[src/hw/rtl/nns_pkg.sv]
// Shared types and constants for the nearest-neighbor frame scaler.
// Holds field widths, register indexes and the controller/datapath bundles.
// No dependencies.
`default_nettype none

package nns_pkg;

  // Default parameter values
  localparam int MAX_DIM_DEF  = 1024;
  localparam int MAX_CHANNELS = 4;

  // Fixed field widths
  localparam int PIX_W   = 32;
  localparam int COORD_W = 10;
  localparam int CFG_W   = 11;
  localparam int CH_W    = 3;
  localparam int PADDR_W = 5;
  localparam int PDATA_W = 32;

  // Register map, index = paddr / 4
  typedef enum logic [2:0] {
    REG_SRC_WIDTH  = 3'd0,
    REG_SRC_HEIGHT = 3'd1,
    REG_DST_WIDTH  = 3'd2,
    REG_DST_HEIGHT = 3'd3,
    REG_CHANNELS   = 3'd4
  } reg_idx_t;

  // Controller to datapath
  typedef struct packed {
    logic clear_pos;
    logic load;
    logic fetch;
    logic div_start;
    logic div_sel_row;
  } nns_cmd_t;

  // Datapath to controller
  typedef struct packed {
    logic out_free;
    logic div_done;
  } nns_status_t;

endpackage

`default_nettype wire

[src/hw/rtl/nns_ctrl.sv]
// Controller for the scaler: handshake decode and ratio setup sequencing.
// Issues commands to nns_datapath; uses nns_pkg.
`default_nettype none

module nns_ctrl (
  input  wire logic                clk,
  input  wire logic                rst,
  input  wire logic                cfg_wr,
  input  wire logic                in_valid,
  input  wire logic                kind,
  output logic                     in_ready,
  input  wire nns_pkg::nns_status_t status,
  output nns_pkg::nns_cmd_t        cmd
);
  import nns_pkg::*;

  typedef enum logic [1:0] {
    S_RUN,
    S_DIV_COL,
    S_DIV_ROW
  } state_t;

  state_t state;
  logic   div_start;
  logic   div_sel_row;
  logic   accept;

  // State and registered divider commands
  always_ff @(posedge clk) begin
    if (rst) begin
      state       <= S_RUN;
      div_start   <= 1'b0;
      div_sel_row <= 1'b0;
    end else begin
      div_start <= 1'b0;
      if (cfg_wr) begin
        state       <= S_DIV_COL;
        div_start   <= 1'b1;
        div_sel_row <= 1'b0;
      end else begin
        unique case (state)
          S_RUN: begin
          end
          S_DIV_COL: begin
            if (status.div_done) begin
              state       <= S_DIV_ROW;
              div_start   <= 1'b1;
              div_sel_row <= 1'b1;
            end
          end
          S_DIV_ROW: begin
            if (status.div_done) begin
              state <= S_RUN;
            end
          end
          default: begin
            state <= S_RUN;
          end
        endcase
      end
    end
  end

  // Input transfer decode
  assign in_ready = (state == S_RUN) && status.out_free;
  assign accept   = in_valid && in_ready;

  always_comb begin
    cmd.clear_pos   = cfg_wr;
    cmd.load        = accept && !kind;
    cmd.fetch       = accept && kind;
    cmd.div_start   = div_start;
    cmd.div_sel_row = div_sel_row;
  end

  // A register write always restarts ratio setup
  a_cfg_restart: assert property (@(posedge clk) disable iff (rst)
    cfg_wr |=> (state == S_DIV_COL) && div_start && !div_sel_row)
    else $error("ratio setup not restarted after register write");

  // No item taken while ratios are being derived
  a_no_accept_in_setup: assert property (@(posedge clk) disable iff (rst)
    (state != S_RUN) |-> !(cmd.load || cmd.fetch))
    else $error("item accepted during ratio setup");

  // Row division follows a finished column division
  a_row_after_col: assert property (@(posedge clk) disable iff (rst)
    (state == S_DIV_ROW) && ($past(state) == S_DIV_COL) && !$past(cfg_wr)
      |-> $past(status.div_done))
    else $error("row division started before column division finished");

endmodule

`default_nettype wire

[config.mk]
export PLATFORM = sky130hd
export DESIGN_NAME = nns_ctrl
export DESIGN_NICKNAME = d
export VERILOG_FILES = /design/src/hw/rtl/nns_pkg.sv /design/src/hw/rtl/nns_ctrl.sv
export SDC_FILE = /design/constraint.sdc
export NUM_CORES = 1
export LEC_CHECK = 0
export ABC_AREA = 1
export BUFFER_PORTS_ARGS = -buffer_cell sky130_fd_sc_hd__buf_2
export CAP_MARGIN = 10
export CORE_AREA = 5 5 42 44
export DETAILED_ROUTE_END_ITERATION = 8
export DIE_AREA = 0 0 47 49
export PLACE_DENSITY = 0.47
export SLEW_MARGIN = 20
export SYNTH_ARGS = -nofsm -noshare
export SYNTH_HDL_FRONTEND = slang
export SYNTH_SLANG_ARGS = --single-unit
[constraint.sdc]
create_clock -name clk -period 0.8 [get_ports clk]
set_input_delay 0.04 -clock clk [delete_from_list [all_inputs] [get_ports clk]]
set_output_delay 0.04 -clock clk [all_outputs]
set_load 0.03 [all_outputs]
==> results.md <==
- The data required time at the worst endpoint is 760 ps.
- In the global route stage, met1 resource usage came out at 5.286%.
- When the netlist entered floorplanning its net count stood at 33.
- Between clock sinks in the finished design, the worst skew comes to 2.807 ps.
- In this run the core area contains 14 standard-cell rows.
- The checks that failed: setup timing.
- The pin count of the biggest net entering global routing is 4.
- The starting DRC count in detailed routing is 1.
- The worst endpoint data arrival time is 1010 ps.
- Global routing finished with a remaining overflow of 0.
- After technology mapping, the gate count stands at 26.
- Tracing the worst setup path back leads to its startpoint at state[1].
- The count of nets left with antenna violations once routing finished came out at 0.
- In this run the count of I/O pins placed on the die edge is 13.
- After detailed routing, the number of remaining DRC violations is 0.
- The number of global-route vias before repair is 234.
- For the final routed database, the setup TNS stands at -697.0 ps.
- The leakage power summed over all cells is 0.1662 nW.
- The CTS tree is done.
- The fraction of the core area covered by cells at the end of the flow is 25.98%.
- The total inserted antenna cells is 0.
- For this run, the number of Yosys warnings is 0.
- The worst min-delay path category is in2reg.
- In the final layout, the multi-input gates occupy 98.84 sq um.
- After synthesis, flip-flops and latches occupy 41.56% of the total area.
- The number of nets in the layout is 51.
- For the worst-skew pair, the clock arrives at the later sink with an insertion delay of 230 ps.
- In the layout the commonest cells are buf_2, inv_1, buf_6.
- Measured against its own limit, the worst slew margin works out to 89.49%.
- The routing usage on met2 is 7.466%.
- The smallest hold slack is 81.49 ps.
- The post-synthesis register bit count is 4.
- Before antenna repair, the detailed router went through 2 iterations.
- The final hold violation count is 0.
- The top fanout value on the critical path is 3.
- The number of max-slew violations in the final report is 0.
- Subtracting the final worst setup slack from the clock period gives 1054 ps.
- Measured in cells, the most critical reg-to-reg path has a length of 4.
- The worst-case IR drop observed on VDD is 531.8 uV.
- The number of port buffers is 12.
- The die covers 2303 sq um.
- Counting along the longest clock path gives a buffer depth of 2.
- Summing all flip-flop and latch instances after layout gives 82.58 sq um.
- In this run the power density over the cells is 1640 nW/um^2.
- The slowest stage of the critical path belongs to the cell dfxtp_2.
- In this run the standard cell core region covers 1401 sq um.
- The actual slew at the worst max-slew pin is 158.7 ps.
- Summing every instance area after synthesis gives 192.7 sq um.
- The most used routing layer is met2.
- The fmax is 948.8 MHz.
- Once detailed placement completed, the half-perimeter wirelength came to 384.2 um.
- The finished layout holds 58 standard cells, fillers aside.
- In this run the power spent charging and discharging nets is 0.0001597 W.
- In the final layout, the share of cells above drive strength 1 is 69.05%.
- The detailed-route vias per instance is 3.621.
- Per report_power, the sequential group accounts for 36.1% of the total.
- The classification of the worst setup path is reg2out.
- The cell-internal power is 0.0004372 W.
- The critical path endpoint is cmd[3].
- The number of clock buffers added by TritonCTS is 3.
- The congestion estimate from routability-driven global placement came to 0.6740.
- The final non-filler cell area is 364.1 sq um.
- The peak per-stage delay on the critical path is 310 ps.
- The worst setup slack for register-to-register paths is 50 ps.
- The final critical path takes up 131.7% of the cycle.
- Global routing used 3.321% of the available met3 tracks.
- For this configuration, the core starts out at a cell density of 13.75%.
- In this run the critical register-to-register path is launched from state[1].
- The run finished, with violations left.
- The overall routing resource usage is 5.285%.
- Of the total power, the share spent switching nets is 26.76%.
- The launching element type of the critical path is a flip-flop.
- Walking the worst path, the cells encountered are inv_2, nand4_1, nor2_2, buf_6.
- The number of H-tree levels is 1.
- The root buffer cell chosen for the clock tree is clkbuf_4.
- The die boundary height is 49 um.
- The total placed cells including tap cells is 53.
- The setup-violating endpoint count in the final report is 3.
- Averaged over all synthesized cells, the footprint is 7.411 sq um.
- The global-route wire length before repair is 828 um.
- The number of antenna violations at the first check in global routing is 0.
- After clock tree synthesis, the clock-pin slew on the worst setup and hold paths is 40 ps.
- The capture point of the worst reg-to-reg path is state[1].
- STA classifies the critical path endpoint as an output pin.
- The clock network is responsible for 41.5% of the overall power.
- The combinational share of power is 22.4%.
- The die is 47 um wide.
- In the final routed layout, each cell accounts on average for 8.690 um.
- Across all setup checks in the final design, the least slack found is -254.0 ps.
- The total clock sinks is 4.
- After detailed placement, the total cell area comes to 272.8 sq um.
- The leading cell type in the layout, fill and taps excluded is buf_2.
- The signed area change from the synthesized netlist to the final layout is 88.96%.
- Setup repair after global routing could not meet its margin everywhere.
- Across the run, the number of max-cap violations was 0.
- For this block, the via count after detailed routing is 210.
- Summed over all layers, the routed wires come to 504 um.
- The number of filler instances in the final layout is 171.
- After synthesis, the netlist uses 10 different library cells.
-- final cells by class --
| cell class | count | area share [%] |
|---|---|---|
| repair buffers | 16 | 32.30 |
| multi-input cells | 13 | 27.15 |
| clock buffers | 3 | 6.186 |
| inverters | 6 | 6.186 |
| flip-flops and latches | 4 | 22.68 |
| well taps | 16 | 5.498 |
-- per-layer routing --
layer  wire length [um]  share of wire, %
met1                202                40
met2                256                51
met3                 36               7.1
met4                  8               1.6
met5                  0                 0
-- metrics by stage --
stage / setup WS [ps] / total power, W
2_1_floorplan: -65.76 / 0.0002861
3_3_place_gp: -42.42 / 0.0003193
3_5_place_dp: -52.59 / 0.0003198
4_1_cts: -256.8 / 0.0005998
5_1_grt: -350.9 / 0.0006409
6_report: -254.0 / 0.0005970
-- worst max-delay path, delay by kind of cell, from the launching register on --
kind                   cells  cell delay (ps)
buffers and inverters      2              190
flip-flops                 1              310
AND/OR/NAND/NOR            2              280
-- power groups by stage --
stage	clock [W]	sequential, W	combinational [W]
floorplan	0	0.000218	0.0000683
global placement	0	0.000216	0.000103
detailed placement	0	0.000216	0.000104
CTS	0.000264	0.000213	0.000123
global route	0.000279	0.000216	0.000146
finish	0.000248	0.000215	0.000134
-- how the worst min path moves through the flow --
stage | startpoint | slack [ps] | cells past startpoint | endpoint
global placement | rst | 230 | 2 | state[0]
finish | cfg_wr | 80 | 3 | state[0]
global route | cfg_wr | 100 | 3 | state[0]
CTS | cfg_wr | 80 | 3 | div_start
detailed placement | rst | 230 | 2 | state[0]
floorplan | rst | 110 | 1 | div_start
-- Yosys cell counts, drive strengths merged --
master / instances / area share, %
nand3: 3 / 10
nand4: 1 / 3.2
a21oi: 4 / 10
dfxtp: 4 / 42
inv: 6 / 12
nand2: 1 / 1.9
nor2: 3 / 5.8
buf: 3 / 12
or2: 1 / 3.2
-- logic make-up after synthesis --
| group | Yosys count | share of synthesized area (%) |
|---|---|---|
| AOI/OAI and AO/OA | 4 | 10.39 |
| DFF | 4 | 41.56 |
| buffers and inverters | 9 | 23.37 |
| and+or+nand+nor | 9 | 24.68 |
-- registers in the layout (all words and copies together) (netlist names) --
signal / flops
state: 2
div_start: 1
div_sel_row: 1
-- repair_timing --
item | CTS | global route
hold buffers | 1 | 0
gates resized for setup | 9 | 8
endpoints found under the hold margin | 2 | 0
setup endpoints to repair | 4 | 7
setup buffers | 0 | 1
pin swaps | 1 | 3
Power figures use the tool's default switching activity.
